--- src/rtl/full_linear_convolution_fir_unit_macros.svh ---
// Assertion helpers, used by the top-level unit to check its own logic.
// All of them sample on clk_i and are switched off while rst_ni is low.
`ifndef FULL_LINEAR_CONVOLUTION_FIR_UNIT_MACROS_SVH
`define FULL_LINEAR_CONVOLUTION_FIR_UNIT_MACROS_SVH

// Same-cycle implication.
`define FLCFIR_ASSERT_IMPL(lbl, ante, cons) \
  lbl: assert property (@(posedge clk_i) disable iff (!rst_ni) (ante) |-> (cons)) \
    else $error("flcfir assertion failed");

// Next-cycle implication.
`define FLCFIR_ASSERT_NEXT(lbl, ante, cons) \
  lbl: assert property (@(posedge clk_i) disable iff (!rst_ni) (ante) |=> (cons)) \
    else $error("flcfir assertion failed");

`endif

--- src/rtl/flcfir_pkg.sv ---
package flcfir_pkg;

  localparam int MAX_TAPS   = 32;
  localparam int SAMPLE_W   = 16;
  localparam int CFG_W      = 6;
  localparam int TIDX_W     = 5;
  localparam int RES_W      = 37;
  localparam int PROD_W     = 2 * SAMPLE_W;
  // Wide enough to hold MAX_TAPS itself after clamping.
  localparam int TU_W       = CFG_W + 1;
  localparam int FL_W       = (MAX_TAPS < 3) ? 1 : $clog2(MAX_TAPS);

  // Adder tree: full binary tree, at least two leaves.
  localparam int TREE_LEAVES = (MAX_TAPS < 2) ? 2 : (1 << $clog2(MAX_TAPS));
  localparam int TREE_LEVELS = $clog2(TREE_LEAVES);
  localparam int TREE_NODES  = TREE_LEAVES - 1;

  // Stream packing.
  localparam int VAL_LSB    = TIDX_W;
  localparam int S_TDATA_W  = ((TIDX_W + SAMPLE_W + 7) / 8) * 8;
  localparam int M_TDATA_W  = ((RES_W + 7) / 8) * 8;

  typedef enum logic {
    MODE_COEF   = 1'b0,
    MODE_SAMPLE = 1'b1
  } mode_e;

  typedef struct packed {
    logic adv;      // whole pipeline moves on this edge
    logic shift;    // delay line takes a new entry
    logic clear;    // delay line returns to zero
    logic coef_we;  // this cell's coefficient is written
    logic tap_en;   // this cell lies within the taps in use
  } cell_ctrl_t;

  // Number of taps actually used for a given register value.
  function automatic logic [TU_W-1:0] taps_used(input logic [CFG_W-1:0] tc);
    logic [TU_W-1:0] res;
    if (tc == '0) begin
      res = TU_W'(1);
    end else if (32'(tc) > MAX_TAPS) begin
      res = TU_W'(MAX_TAPS);
    end else begin
      res = TU_W'(tc);
    end
    return res;
  endfunction

endpackage

--- src/rtl/flcfir_tree.sv ---
module flcfir_tree
  import flcfir_pkg::*;
(
  input  logic                    clk_i,
  input  logic                    rst_ni,
  input  logic                    adv_i,
  input  logic signed [RES_W-1:0] leaf_i [MAX_TAPS],
  input  logic                    vld_i,
  input  logic                    last_i,
  output logic signed [RES_W-1:0] sum_o,
  output logic                    vld_o,
  output logic                    last_o
);

  logic signed [RES_W-1:0] leaf_w [TREE_LEAVES];
  logic signed [RES_W-1:0] node_q [TREE_NODES];
  logic [TREE_LEVELS-1:0]  vld_q, last_q;

  for (genvar l = 0; l < TREE_LEAVES; l++) begin : g_leaf
    if (l < MAX_TAPS) begin : g_used
      assign leaf_w[l] = leaf_i[l];
    end else begin : g_pad
      assign leaf_w[l] = '0;
    end
  end

  // Heap layout: node n adds children 2n+1 and 2n+2; the bottom row reads leaves.
  for (genvar n = 0; n < TREE_NODES; n++) begin : g_node
    if (2 * n + 1 >= TREE_NODES) begin : g_bottom
      always_ff @(posedge clk_i) begin
        if (adv_i) begin
          node_q[n] <= leaf_w[2*n+1-TREE_NODES] + leaf_w[2*n+2-TREE_NODES];
        end
      end
    end else begin : g_inner
      always_ff @(posedge clk_i) begin
        if (adv_i) begin
          node_q[n] <= node_q[2*n+1] + node_q[2*n+2];
        end
      end
    end
  end

  always_ff @(posedge clk_i or negedge rst_ni) begin
    if (!rst_ni) begin
      vld_q  <= '0;
      last_q <= '0;
    end else if (adv_i) begin
      vld_q  <= TREE_LEVELS'({vld_q, vld_i});
      last_q <= TREE_LEVELS'({last_q, last_i});
    end
  end

  assign sum_o  = node_q[0];
  assign vld_o  = vld_q[TREE_LEVELS-1];
  assign last_o = last_q[TREE_LEVELS-1];

endmodule

--- config.mk ---
export PLATFORM = sky130hd
export DESIGN_NAME = flcfir_tree
export DESIGN_NICKNAME = d
export VERILOG_FILES = /design/src/rtl/full_linear_convolution_fir_unit_macros.svh /design/src/rtl/flcfir_pkg.sv /design/src/rtl/flcfir_tree.sv
export SDC_FILE = /design/constraint.sdc
export NUM_CORES = 2
export LEC_CHECK = 0
export BUFFER_PORTS_ARGS = -buffer_cell sky130_fd_sc_hd__buf_2
export CAP_MARGIN = 5
export CORE_ASPECT_RATIO = 0.5
export CORE_UTILIZATION = 45
export DETAILED_ROUTE_END_ITERATION = 7
export GPL_TIMING_DRIVEN = 0
export SLEW_MARGIN = 20
export SYNTH_ARGS = -nofsm -noshare
export SYNTH_HDL_FRONTEND = slang
export SYNTH_SLANG_ARGS = --single-unit
--- constraint.sdc ---
create_clock -name clk_i -period 3.93 [get_ports clk_i]
set_clock_uncertainty 0.2 [all_clocks]
set_input_delay 0.1965 -clock clk_i [delete_from_list [all_inputs] [get_ports clk_i]]
set_output_delay 0.1965 -clock clk_i [all_outputs]
set_load 0.02 [all_outputs]
* After elaboration in Yosys (flattened, before gate mapping)
Memory sizes are Yosys's and may differ from the RTL's. Cells that the tools add are included.
Word-level totals: flip-flop bits (word level) 10, output and inout port bits 39, RAM bits 1147, memories 1, input bits 1189, logic and storage cells 36
Memories:
- node_q | words 31, width 37, read ports 31, clocked after memory_dff 0, wr ports 31, RTL line flcfir_tree.sv:16 | logic signed [RES_W-1:0] node_q [TREE_NODES];
Operators by class: add/sub/neg operators 31, muxes and demuxes 2
Operators by type and width (count):
- adder 37 bit | 31
- two-way mux 1 bit | 2

* Depth between registers and ports, before layout
word-level depth 2, depth in mapped cells 11, depth with buffers taken out 11

* Worst setup path before layout
OpenSTA, ideal clock, no wires.
path type flip-flop to flip-flop, from mem node_q[21][0], in the netlist node_q[1][185], to mem node_q[10][32], in the netlist node_q[0][402], data pin, cell stages (with the launch flop) 12, data arrival time 2753 ps, setup slack 710 ps, clock period less this slack 3220 ps, data required time 3463 ps, path buffers 0, library setup time 267 ps, cell sequence edfxtp_1 > ha_1 > fa_1 > a21o_1 > a31o_2 > and4bb_2 > o21ai_0 > o22ai_1 > o21ai_2 > o211a_1 > o21ai_0 > xor2_1
RTL lines (RTL line):
- start, declared | flcfir_tree.sv:16

==> results.py <==
metrics = {
    "grt": {
        "grt-ovfl-total": 0,
        "grt_pass1_wl_um": 455000,
        "antenna_found_initial": 37,
        "grtUsageTotal": 0.278,
        "grt_max_degree": 140,
        "grt_pass1_vias": 81400,
    },
    "critical_path": {
        "worstSetupPathDepth": 14,
        "critPathMaxFanout": 4,
        "crit_arrival_ps": 4140,
        "critPathBufInv": 3,
        "critical_path.slowest_cell": "dlygate4sd3_1",
        "worstSetupPathType": "in2reg",
        "reg2reg_slack_ps": 100,
        "worstPathRequired_ps": 4210,
        "crit_chain": "dlygate4sd3_1 -> buf_2 -> ha_1 -> fa_1 -> a211oi_4 -> o21ai_1 -> a22oi_2 -> a21oi_1 -> o211ai_2 -> a31o_2 -> a21oi_1 -> a41oi_1 -> xnor2_1 -> dlygate4sd3_1",
        "cp_top_family": "compound AO/OA/AOI/OAI gates",
        "r2r-end": "node_q[0][141]",
        "crit_path_start_kind": "input port",
        "crit-reg2reg-launch": "node_q[0][259]",
        "critPathCaptureType": "flip-flop",
        "r2r_cells": 11,
        "critPathMaxStageDelay_ps": 560,
    },
    "routing": {
        "drc": 0,
        "drt_iter0_markers": 6449,
        "wl_per_cell_um": 20.1,
        "totalWireLength_um": 300000,
        "firstDrtPassIters": 8,
        "num_vias": 84500,
        "vias_per_cell": 5.65,
        "ant_nets": 0,
    },
    "clocking": {
        "numCtsBuffers": 114,
        "clock-sinks": 1157,
        "cts_root_buf": "clkbuf_16",
        "clkTransAtPathRegs_ps": 60,
        "cts_tree": "built",
        "cts_max_level": 3,
        "insertion_delay_ps": 750,
        "clockBufferDepth": 3,
    },
    "die": {
        "core-area_um2": 202000,
        "die_area_um2": 207000,
        "io_pins": 1228,
        "fp.dieW_um": 642,
        "start_util": 0.457,
        "die_h_um": 322,
        "num_rows": 116,
    },
    "sta": {
        "tightest_slew_ps": 1130,
        "fin_crit_sh": 0.984,
        "slew_headroom": 0.234,
        "final.min_clock_period_ps": 3870,
        "hold_viol_final": 0,
        "setup_violations": 0,
        "max_freq_ghz": 0.259,
        "report.final.slew_viol_count": 0,
        "fin_ws_ps": 63.3,
    },
    "final_layout": {
        "final_area_um2": 122000,
        "most-common-layout-cells": "1,595 x dlygate4sd3_1, 1,235 x buf_2, 1,147 x edfxtp_1",
        "post-route-util": 0.606,
        "layout_commonest_cell": "dlygate4sd3_1",
        "layout.nets": 14400,
        "layout-drive-gt1-share": 0.139,
        "fill_cells": 17100,
        "areaGrowthSynthToFinish_pct": 32.7,
    },
    "worst_hold_path": {
        "min_from": "leaf_i[546]",
        "min_path_cells": 4,
        "holdPathEnd": "node_q[1][287]",
        "hold_class": "in2reg",
    },
    "run": {
        "maxCapViolCount": 0,
    },
    "synth": {
        "ys_seq_area_frac": 0.377,
        "synth_edf_count": 1147,
        "ys_types": 103,
        "ys_ff_latch": 1157,
        "synth_top_cell_by_area": "edfxtp_1",
        "synth_flop_cell": "edfxtp_1",
        "synth_area_per_cell_um2": 10.1,
        "synth_top_area_frac": 0.374,
        "async_flop_share": 0.00864,
        "ys_top_cells_by_area": "edfxtp_1 37%, ha_1 15%, xnor2_1 6.6%",
        "synth.net_count": 11500,
        "syn_area_um2": 92100,
        "synth_cells": 9155,
        "ys_warn_count": 0,
    },
    "placement": {
        "hpwl_um": 227000,
        "pre_cts_slack_ps": -842,
        "routabilityCongestion": 0.943,
        "port_buffers": 1227,
        "placed_area_um2": 102000,
    },
    "power": {
        "p_per_area_nw_per_um2": 602,
        "power.leakage_nw": 52.3,
        "ir_drop_uv": 440,
    },
    "run_status": {
        "status": "finished clean",
    },
}
-- cell type report --
cell class / instances / area [um^2] / share of cell area
well taps: 2714 / 3400 / 0.0278
multi-input cells: 7556 / 56000 / 0.458
clock buffers: 127 / 2940 / 0.0241
diodes: 36 / 90.1 / 0.000737
inverters: 258 / 968 / 0.00792
plain buffers: 182 / 842 / 0.00689
clock inverters: 85 / 920 / 0.00752
flip-flops and latches: 1157 / 34700 / 0.284
repair buffers: 2838 / 22400 / 0.183
-- cells by family after synthesis --
logic type | Yosys count | share of synthesized area
XOR/XNOR | 1002 | 0.0953
multiplexers | 28 | 0.00319
AND/OR/NAND/NOR | 2086 | 0.113
buffers and inverters | 442 | 0.0197
flip-flops | 1157 | 0.377
adder cells (fa/ha/maj) | 1147 | 0.158
AO/OA/AOI/OAI | 3293 | 0.234
-- Yosys cell counts, types with 27 or more instances --
master and n:
nor2_1 462, clkbuf_1 131, xnor2_1 694, xor2_1 308, o21a_1 145, o2111ai_1 36, o22ai_1 37, edfxtp_1 1147
o21ai_0 477, a221oi_1 28, o211ai_1 65, and4_1 38, and2_1 70, buf_4 37, or3_1 33, o31ai_1 61
a21o_1 598, nand4_1 130, a31o_2 27, nand2_1 530, fa_1 31, inv_1 258, o21ai_1 50, nand2b_1 153
nor2b_1 96, a211oi_1 82, nor3_1 128, or2_2 37, a21boi_0 37, a21oi_1 1046, ha_1 1116, and3_1 89
a31oi_1 102, o21bai_1 173, nand3_1 236
-- worst max path at each step --
stage / startpoint / end / slack, ps
finish: leaf_i[555] / node_q[1][295] / 60
floorplan: node_q[1][185] / node_q[0][402] / 710
detailed placement: leaf_i[744] / node_q[1][181] / -840
global route: leaf_i[560] / node_q[1][288] / -60
global placement: adv_i / node_q[1][554] / -16230
CTS: node_q[1][148] / node_q[0][359] / 10
-- metal layers --
layer,share of wire,GRT usage,vias to the layer above
met5,0.000023,0,-
met4,0.040,0.106,2
met3,0.049,0.0281,554
met2,0.46,0.455,2548
met1,0.45,0.383,40400
li1,-,-,41000
-- where the power goes --
| group | switching (mW) | internal [mW] | total, mW | leakage (nW) |
|---|---|---|---|---|
| clock | 5.17 | 6.43 | 11.6 | 1.88 |
| combinational | 22.4 | 17.1 | 39.5 | 39.1 |
| sequential | 2.69 | 19.8 | 22.5 | 11.3 |
| total | 30.2 | 43.4 | 73.6 | 52.3 |
-- flip-flops by register name (all words and copies together), names as in the netlist --
register / cells
node_q: 1147
vld_q: 5
last_q: 5
-- metrics by stage --
stage | hold slack [ps] | total power [mW] | setup TNS [ps] | instances
global placement | -137 | 59.2 | - | 13100
CTS | 0.808 | 73.3 | 0 | 14900
finish | 40.0 | 73.6 | 0 | 15000
detailed placement | -132 | 58.8 | -17100 | 13100
global route | 33.0 | 78.5 | -158 | 14900
floorplan | -299 | 47.3 | 0 | 9155
-- worst min-delay path: cells and delay by family --
family | cells | cell delay [ps]
fa+ha+maj | 1 | 120
buf+inv | 2 | 360
xor+xnor | 1 | 180
-- timing repair --
item	in CTS	in global routing
pin swaps	0	13
setup endpoints to repair	6	107
buffers inserted	0	7
gates resized for setup	4	81
hold endpoints to repair	694	0
hold buffers	1597	0
gates cloned	0	0
Note: power is estimated with default switching activity, not from simulation.
