### config.mk
export PLATFORM = sky130hd
export DESIGN_NAME = flcfir_cell
export DESIGN_NICKNAME = d
export VERILOG_FILES = /design/src/rtl/full_linear_convolution_fir_unit_macros.svh /design/src/rtl/flcfir_pkg.sv /design/src/rtl/flcfir_cell.sv
export SDC_FILE = /design/constraint.sdc
export NUM_CORES = 1
export LEC_CHECK = 0
export BUFFER_PORTS_ARGS = -buffer_cell sky130_fd_sc_hd__clkbuf_2
export CAP_MARGIN = 20
export CORE_MARGIN = 2
export CORE_UTILIZATION = 55
export DETAILED_ROUTE_END_ITERATION = 6
export GPL_TIMING_DRIVEN = 1
export PLACE_DENSITY_LB_ADDON = 0.3
export SYNTH_ARGS = -nofsm -noshare
export SYNTH_HDL_FRONTEND = slang
export SYNTH_SLANG_ARGS = --single-unit
### constraint.sdc
create_clock -name clk_i -period 5.9 [get_ports clk_i]
set_input_delay 0 -clock clk_i [delete_from_list [all_inputs] [get_ports clk_i]]
set_output_delay 0 -clock clk_i [all_outputs]
set_load 0.005 [all_outputs]
### src/rtl/full_linear_convolution_fir_unit_macros.svh
// Assertion helpers, used by the top-level unit to check its own logic.
// All of them sample on clk_i and are switched off while rst_ni is low.
`ifndef FULL_LINEAR_CONVOLUTION_FIR_UNIT_MACROS_SVH
`define FULL_LINEAR_CONVOLUTION_FIR_UNIT_MACROS_SVH

// Same-cycle implication.
`define FLCFIR_ASSERT_IMPL(lbl, ante, cons) \
  lbl: assert property (@(posedge clk_i) disable iff (!rst_ni) (ante) |-> (cons)) \
    else $error("flcfir assertion failed");

// Next-cycle implication.
`define FLCFIR_ASSERT_NEXT(lbl, ante, cons) \
  lbl: assert property (@(posedge clk_i) disable iff (!rst_ni) (ante) |=> (cons)) \
    else $error("flcfir assertion failed");

`endif

### src/rtl/flcfir_pkg.sv
package flcfir_pkg;

  localparam int MAX_TAPS   = 32;
  localparam int SAMPLE_W   = 16;
  localparam int CFG_W      = 6;
  localparam int TIDX_W     = 5;
  localparam int RES_W      = 37;
  localparam int PROD_W     = 2 * SAMPLE_W;
  // Wide enough to hold MAX_TAPS itself after clamping.
  localparam int TU_W       = CFG_W + 1;
  localparam int FL_W       = (MAX_TAPS < 3) ? 1 : $clog2(MAX_TAPS);

  // Adder tree: full binary tree, at least two leaves.
  localparam int TREE_LEAVES = (MAX_TAPS < 2) ? 2 : (1 << $clog2(MAX_TAPS));
  localparam int TREE_LEVELS = $clog2(TREE_LEAVES);
  localparam int TREE_NODES  = TREE_LEAVES - 1;

  // Stream packing.
  localparam int VAL_LSB    = TIDX_W;
  localparam int S_TDATA_W  = ((TIDX_W + SAMPLE_W + 7) / 8) * 8;
  localparam int M_TDATA_W  = ((RES_W + 7) / 8) * 8;

  typedef enum logic {
    MODE_COEF   = 1'b0,
    MODE_SAMPLE = 1'b1
  } mode_e;

  typedef struct packed {
    logic adv;      // whole pipeline moves on this edge
    logic shift;    // delay line takes a new entry
    logic clear;    // delay line returns to zero
    logic coef_we;  // this cell's coefficient is written
    logic tap_en;   // this cell lies within the taps in use
  } cell_ctrl_t;

  // Number of taps actually used for a given register value.
  function automatic logic [TU_W-1:0] taps_used(input logic [CFG_W-1:0] tc);
    logic [TU_W-1:0] res;
    if (tc == '0) begin
      res = TU_W'(1);
    end else if (32'(tc) > MAX_TAPS) begin
      res = TU_W'(MAX_TAPS);
    end else begin
      res = TU_W'(tc);
    end
    return res;
  endfunction

endpackage

### src/rtl/flcfir_cell.sv
module flcfir_cell
  import flcfir_pkg::*;
(
  input  logic                       clk_i,
  input  logic                       rst_ni,
  input  cell_ctrl_t                 ctrl_i,
  input  logic signed [SAMPLE_W-1:0] din_i,
  input  logic signed [SAMPLE_W-1:0] coef_i,
  output logic signed [SAMPLE_W-1:0] tap_o,
  output logic signed [RES_W-1:0]    prod_o
);

  logic signed [SAMPLE_W-1:0] tap_q, tap_d;
  logic signed [SAMPLE_W-1:0] coef_q;
  logic signed [PROD_W-1:0]   mult;
  logic signed [RES_W-1:0]    prod_q, prod_d;

  // One delay line entry; it must read as zero after reset and after a column.
  always_comb begin
    if (ctrl_i.shift) begin
      tap_d = din_i;
    end else if (ctrl_i.clear) begin
      tap_d = '0;
    end else begin
      tap_d = tap_q;
    end
  end

  always_ff @(posedge clk_i or negedge rst_ni) begin
    if (!rst_ni) begin
      tap_q <= '0;
    end else begin
      tap_q <= tap_d;
    end
  end

  always_ff @(posedge clk_i) begin
    if (ctrl_i.coef_we) begin
      coef_q <= coef_i;
    end
  end

  assign mult   = coef_q * tap_q;
  assign prod_d = ctrl_i.tap_en ? RES_W'(mult) : '0;

  always_ff @(posedge clk_i) begin
    if (ctrl_i.adv) begin
      prod_q <= prod_d;
    end
  end

  assign tap_o  = tap_q;
  assign prod_o = prod_q;

endmodule

### Yosys cells after proc, flatten, opt, wreduce, memory -nomap -nowiden

Cells that the tools add are included.
Widths: inputs -> output; s select.

* register bits: 64
* logic and storage cells: 7

* multipliers: 1
* muxes and demuxes: 2
* reduce and logical (&&, ||, !) cells: 1

Operator list (number)
* $mul 16x16->32: 1
* $mux 16: 2
* $reduce_bool 2->1: 1

### Depth between registers and ports, before layout

Gate-level depths: netlist (run 1).

* word-level depth: 2
* depth in mapped cells: 24
* depth with buffers taken out: 22

### Least setup slack after synthesis (run 1)

OpenSTA, ideal clock, no wires.

* path type: register -> register
* start: register tap_q[1], in the netlist tap_o[1]
* end: register prod_o[31] (netlist name)
* arrival: 6.143 ns
* setup slack: -0.497 ns
* stages on the path, launching flop included: 21
* path buffers: 1
* clock period less this slack: 6.397 ns
* path through: dfrtp_1 > clkbuf_1 > nand2_1 > inv_1 > fa_1 > fa_1 > fa_1 > fa_1 > fa_1 > inv_1 > fa_1 > inv_1 > ha_1 > a21oi_1 > nor2b_1 > a311oi_1 > nor2_1 > a2111oi_4 > o21ai_2 > xnor2_1 > and2_1

* longest elaborated chain between the ends: 1

Ends and longest elaborated chain
* start, declared: line flcfir_cell.sv:13 `logic signed [SAMPLE_W-1:0] tap_q, tap_d;`
* start signal, assigned: line flcfir_cell.sv:33 `tap_q <= tap_d;`
* $mul 16x16->32: line flcfir_cell.sv:43 `assign mult = coef_q * tap_q;`

No other way between the ends.
A chain may end at the register's enable or synchronous reset.

### Final worst setup path (run 1)

* start: register coef_q[15]
* end: register prod_o[31] (netlist name)

* longest elaborated chain between the ends: 1

Ends and longest elaborated chain
* start, declared: line flcfir_cell.sv:14 `logic signed [SAMPLE_W-1:0] coef_q;`
* start signal, assigned: line flcfir_cell.sv:39 `coef_q <= coef_i;`
* $mul 16x16->32: line flcfir_cell.sv:43

No other way between the ends.

==> impl_metrics.ini, run 1 <==
[floorplan]
core_mm2 = 0.0217
die_h_um = 152
die-area_mm2 = 0.0232
die_w_um = 152
rows = 54
ioPinCount = 92
start_util_pct = 55.7

[synthesis]
async_reset_ff_share_pct = 25.0
synth_cell_types = 45
yosysWarnings = 0
seq_area_frac_synth_pct = 15.2
synth_ff_type = edfxtp_1
syn_nets = 1606
synth_area_mm2 = 0.0121
avgSynthCellArea_um2 = 9.88
syn_inst = 1223
synth_seq_cells = 64
synth_edf_count = 48

[critical_path]
crit_slowest_cell = fa_2
crit_path_start = coef_q[15]
worstSetupPathType = flip-flop to flip-flop
critPathCaptureType = flip-flop
crit_required_ns = 6.01
critPathMaxStageDelay_ns = 0.65
r2r_end = prod_o[31]
r2r_start = coef_q[15]
reg2regPathDepth = 20
critical_path.max_fanout = 6
start_kind = flip-flop
arrival_ns = 6.20
r2r_setup_slack_ns = -0.19
crit_top_cell = fa_1
crit_end = prod_o[31]
path_cells = and2_4, fa_2, buf_6, fa_1, fa_1, fa_1, fa_1, inv_1, fa_1, inv_1, ha_1, buf_4, nand3_1, nor3_1, a21oi_2, o31ai_4, a2111oi_4, o21ai_2, xnor2_1, and2_1

[sta]
final-setup-viol-count = 9
final.min_clock_period_ns = 6.09
rsz0062_at_grt = true
final.setup_skew_ns = 0.00925
fin_ws_ns = -0.193
final.period_utilization_pct = 103
fmax_mhz = 164
final_hold_viol_count = 0
slew_viol_final = 0
worstMarginPinSlew_ns = 0.836
slew_headroom_pct = 44.3

[clock_tree]
cts_buffers = 9
ctsHtreeMaxLevel = 3
path_clk_slew_ns = 0.06
tritoncts = yes
cts_buffer_depth = 2
cts.sinks = 64
cts_root_buf = clkbuf_16
clock_latency_ns = 0.35

[global_route]
antenna_found_initial = 0
grt_pass1_vias = 10401
grt.overflow.total = 0
grt_usage_pct = 29.4
grt_pass1_wl_um = 52600
grt_max_degree = 34

[final_layout]
areaGrowthSynthToFinish_pct = 24.9
final_nets = 1856
antenna_cells = 0
post_route_cells_drive_above_1_share_pct = 25.0
fill_cells = 1529

[status]
status = finished with violations
violations = setup timing

[run]
cap_viol_max_count = 0

[placed_design]
io_buffers = 91
dpl.hpwl_um = 26300
post-place-ws_ns = -0.586
gp_congestion = 0.903

[detailed_routing]
post-route-drc-count = 0
drt_iter0_markers = 508
drt-vias-per-instance = 5.32
routedWlPerCell_um = 18.9
dr.pass1.iters = 5
vias = 9351
drtAntennaViolNets = 0
wl_um = 33200

[min_path]
hold_start = din_i[6]
min-delay-path-class = input port to flip-flop
## stage by stage
| stage | cells | instance area [um2] | util (%) | hold WS [ns] | TNS (ns) |
|---|---|---|---|---|---|
| finish | 1758 | 15100 | 69.5 | 0.0109 | -0.985 |
| CTS | 1747 | 14700 | 68.0 | 0.00493 | -0.375 |
| floorplan | 1223 | 12100 | - | -0.296 | 0 |
| global placement | 1684 | 13800 | 63.5 | 0.0385 | -3.34 |
| global route | 1758 | 15100 | 69.5 | 0.00471 | -2.74 |
| detailed placement | 1684 | 13800 | 63.5 | 0.0415 | -4.19 |
## placed cells by master, fill, tap and decap left out, types with 3 or more instances in the layout
cell type      Yosys  layout
a211oi_2           0       3
a21o_1             5       5
a21oi_1           27      15
a21oi_2            0      11
and2_1           147     139
and2_4             0       8
and3_1             4       3
buf_12             0       3
buf_4              5     140
buf_6              0      22
clkbuf_16          0       9
clkbuf_2           0      91
dfrtp_1           16      10
dfrtp_2            0       6
dlygate4sd3_1      0      30
edfxtp_1          48      48
fa_1             262     253
fa_2               0       9
ha_1              82      71
ha_4               0      11
inv_1            288     275
inv_2              0      13
nand2_1          147     139
nand2_2            0       8
nand2b_1          24      24
nand3_1            6       5
nor2_1            19      17
nor2b_1            5       3
o21ai_0           28      22
o21ai_1            1       3
o21ai_2            2       5
xnor2_1           23      23
xor2_1             8       8
## logic make-up after synthesis
logic type / share of synthesized area (%)
compound gates: 4.65
xor+xnor: 2.25
fa+ha+maj: 51.9
buf+inv: 10.6
flops: 15.2
mux: 0.0829
simple gates: 15.3
## layout make-up
class                      count  area [um2]  area share (%)
multi-input combinational    824        9410            62.4
timing repair buffer         286        2110            14.0
sequential                    64        1850            12.3
inverter                     288        1080            7.17
tap                          280         350            2.32
clock buffer                  10         239            1.58
clock inverter                 6        42.5           0.282
## state kept, by name, indices dropped and copies added, names as in the netlist
name    cells
coef_q     16
tap_o      16
prod_o     32
## routing by layer
layer	global-route usage [%]	vias up	routed length, um
li1	-	4126	-
met1	34.0	4805	11700
met2	52.9	305	17700
met3	3.98	115	1650
met4	16.2	0	2170
met5	0	-	0
## repair_timing
| action | 4_1_cts | 5_1_grt |
|---|---|---|
| resized for setup | 64 | 64 |
| setup buffers | 17 | 12 |
| hold buffers | 30 | 0 |
| endpoints found under the hold margin | 45 | 0 |
| pin swaps | 38 | 39 |
| endpoints found under the setup margin | 13 | 15 |
## worst min-delay path by stage
stage	to	depth (start not counted)	slack (ns)
6_report	tap_o[6]	3	0.01
3_5_place_dp	tap_o[0]	1	0.04
2_1_floorplan	tap_o[0]	0	-0.30
3_3_place_gp	tap_o[0]	1	0.04
5_1_grt	tap_o[6]	3	0.005
4_1_cts	tap_o[6]	3	0.005
## synthesized netlist by cell type, drive strengths merged, types with 2 or more instances
cell | number | area, um2
inv | 288 | 1080
fa | 262 | 5250
and2 | 147 | 920
nand2 | 147 | 552
ha | 82 | 1030
edfxtp | 48 | 1440
clkbuf | 41 | 154
o21ai | 31 | 163
a21oi | 27 | 135
nand2b | 24 | 150
xnor2 | 23 | 201
nor2 | 19 | 71.3
dfrtp | 16 | 400
xor2 | 8 | 70.1
buf | 6 | 41.3
nand3 | 6 | 30.0
a211oi | 5 | 37.5
a21o | 5 | 37.5
nor2b | 5 | 31.3
and3 | 4 | 25.0
a2111oi | 3 | 45.1
a31oi | 3 | 18.8
or3 | 3 | 18.8
and3b | 2 | 17.5
nor3 | 2 | 10.0
o211ai | 2 | 20.0
o31ai | 2 | 28.8
## critical path, delay by kind of cell (launching register included)
| kind | cells | cell delay, ns |
|---|---|---|
| AO/OA/AOI/OAI | 4 | 0.83 |
| XOR/XNOR | 1 | 0.15 |
| adder cells (fa/ha/maj) | 7 | 3.35 |
| buffers and inverters | 4 | 0.39 |
| flip-flops | 1 | 0.55 |
| AND/OR/NAND/NOR | 4 | 0.56 |
Power of run 1 is left out: the tool's default activity adds up to more than one toggle a clock period on the data nets, which glitch-free logic cannot reach.
==> run 2, diff against run 1 <==
--- a/config.mk
+++ b/config.mk
@@ -8,7 +8,7 @@
 export BUFFER_PORTS_ARGS = -buffer_cell sky130_fd_sc_hd__clkbuf_2
 export CAP_MARGIN = 20
 export CORE_MARGIN = 2
-export CORE_UTILIZATION = 55
+export CORE_UTILIZATION = 45
 export DETAILED_ROUTE_END_ITERATION = 6
 export GPL_TIMING_DRIVEN = 1
 export PLACE_DENSITY_LB_ADDON = 0.3
==> constraint.sdc (replaced) <==
create_clock -name clk_i -period 5.5 [get_ports clk_i]
set_input_delay 0 -clock clk_i [delete_from_list [all_inputs] [get_ports clk_i]]
set_output_delay 0 -clock clk_i [all_outputs]
set_load 0.005 [all_outputs]
==> run 2 against run 1 <==
  * The run still ends with setup timing left
  * Clock skew is 0.0023 ns higher
  * Wire length is 8.2% lower
  * Final area is 4.7% higher
  * Count of clock-buffer cells in the layout is 1 lower
  * Critical path type unchanged
  * Global-route usage is 6.0 points lower
  * Die area is 22% higher
  * Critical endpoint is now prod_o[30]
  * Worst hold slack better by 0.050 ns
  * Setup slack worse by 0.23 ns
  * Via count is 1.7% lower
  * Register-to-register slack worse by 0.23 ns
==> impl_metrics.ini, run 2 (same netlist as run 1, synthesis figures left out) <==
[final_layout]
design_area_mm2 = 0.0158
final_common_cell = inv_1
final_cell_mix = inv_1 (276), fa_1 (243), buf_4 (163)
areaGrowthSynthToFinish_pct = 30.7
post_route_cells_drive_above_1_share_pct = 28.5
antenna_cells = 0
largest_reg_flops = 32
fill_cells = 2152
final_util_pct = 60.3
final_nets = 1892

[clock_tree]
cts.sinks = 64
tritoncts = yes
path_clk_slew_ns = 0.07
clock_latency_ns = 0.36
ctsHtreeMaxLevel = 3
cts_root_buf = clkbuf_16
cts_buffer_depth = 2
cts_buffers = 9

[sta]
setup_tns_ns = -5.42
worstMarginPinSlew_ns = 0.962
final-setup-viol-count = 17
final.setup_skew_ns = 0.0116
slew_viol_final = 0
rsz0062_at_grt = true
fin_ws_ns = -0.423
fmax_mhz = 169
slew_headroom_pct = 35.9
final_hold_viol_count = 0
final.min_clock_period_ns = 5.92
final.period_utilization_pct = 108

[floorplan]
start_util_pct = 46.1
die-area_mm2 = 0.0282
die_w_um = 168
rows = 59
die_h_um = 168
core_mm2 = 0.0262
ioPinCount = 92

[detailed_routing]
dr.pass1.iters = 5
drt-vias-per-instance = 4.97
drtAntennaViolNets = 0
drt_iter0_markers = 395
post-route-drc-count = 0
wl_um = 30500
routedWlPerCell_um = 16.5
vias = 9188

[status]
violations = setup timing
status = finished with violations

[placed_design]
post-place-ws_ns = -0.674
io_buffers = 91
post_dp_cell_area_mm2 = 0.0143
dpl.hpwl_um = 24000
gp_congestion = 0.882

[global_route]
grt_pass1_vias = 10458
grt.overflow.total = 0
grt_max_degree = 34
grt_usage_pct = 23.4
grt_pass1_wl_um = 51500
antenna_found_initial = 0

[critical_path]
arrival_ns = 6.02
critical_path.max_fanout = 7
r2r_start = coef_q[5]
worstSetupPathType = flip-flop to flip-flop
start_kind = flip-flop
crit_required_ns = 5.60
crit_path_start = coef_q[5]
critPathCaptureType = flip-flop

[min_path]
min-delay-path-class = input port to flip-flop
hold_start = ctrl_i[2]

[run]
cap_viol_max_count = 0
==> run 2: cell types whose count changed in the layout (fill, tap and decap cells not counted), moves of 4 or more <==
cell / previous run / this run
fa_2: 9 / 19
buf_4: 140 / 163
dfrtp_1: 10 / 5
buf_12: 3 / 10
dfrtp_2: 6 / 11
and2_1: 139 / 135
fa_1: 253 / 243
ha_1: 71 / 65
a21oi_1: 15 / 11
and2_4: 8 / 12
ha_4: 11 / 17
a21oi_2: 11 / 15
==> run 2: worst paths after layout <==
path | endpoint | slack (ns) | depth (start not counted)
setup reg to reg | prod_o[30] | -0.42 | 19
setup / recovery | prod_o[30] | -0.42 | 19
max in group asynchronous | tap_o[3] | 5.03 | 2
min in group asynchronous | tap_o[12] | 0.13 | 2
hold / removal | tap_o[15] | 0.06 | 2
hold reg to reg | tap_o[15] | 0.71 | 3
==> run 2: critical path: stages, from the launching register on <==
cell,delay (ns)
edfxtp_1,0.44
buf_6,0.17
and2_1,0.16
fa_1,0.52
inv_2,0.05
fa_2,0.54
fa_2,0.45
fa_1,0.52
inv_1,0.05
fa_1,0.47
fa_2,0.60
ha_4,0.21
a21o_1,0.20
a211oi_4,0.34
a2111oi_4,0.15
o21ai_4,0.25
a31oi_4,0.15
a211oi_2,0.20
o21ai_1,0.09
mux2i_1,0.12
==> run 2: per-stage QoR <==
stage	std cells	hold slack, ns
floorplan	1223	-0.296
global placement	1761	-0.0481
detailed placement	1761	-0.0337
CTS	1837	0.0486
global route	1849	0.0950
finish	1849	0.0614
==> run 2: metal layers <==
metal  up-vias  GRT usage, %  wire, um
met2       230          43.0     16200
met3        73          2.63      1040
met4         0          9.19      1170
met1      4682          28.0     12100
met5         -             0         0
li1       4203             -         -
==> run 2: final cells by class <==
| cell class | count | area, um2 | area share, % |
|---|---|---|---|
| clock inverter | 7 | 125 | 0.792 |
| clock buffer | 9 | 225 | 1.43 |
| sequential | 64 | 1860 | 11.8 |
| multi-input combinational | 824 | 9590 | 60.7 |
| tap | 335 | 419 | 2.65 |
| inverter | 288 | 1080 | 6.85 |
| timing repair buffer | 322 | 2500 | 15.8 |
==> run 2: repair_timing <==
action,CTS,global route
hold endpoints to repair,48,0
hold buffers,33,0
setup endpoints to repair,18,18
pin swaps,63,30
gates resized for setup,89,34
gates cloned,0,1
setup buffers,36,12
Power of run 2 is left out for the same reason.
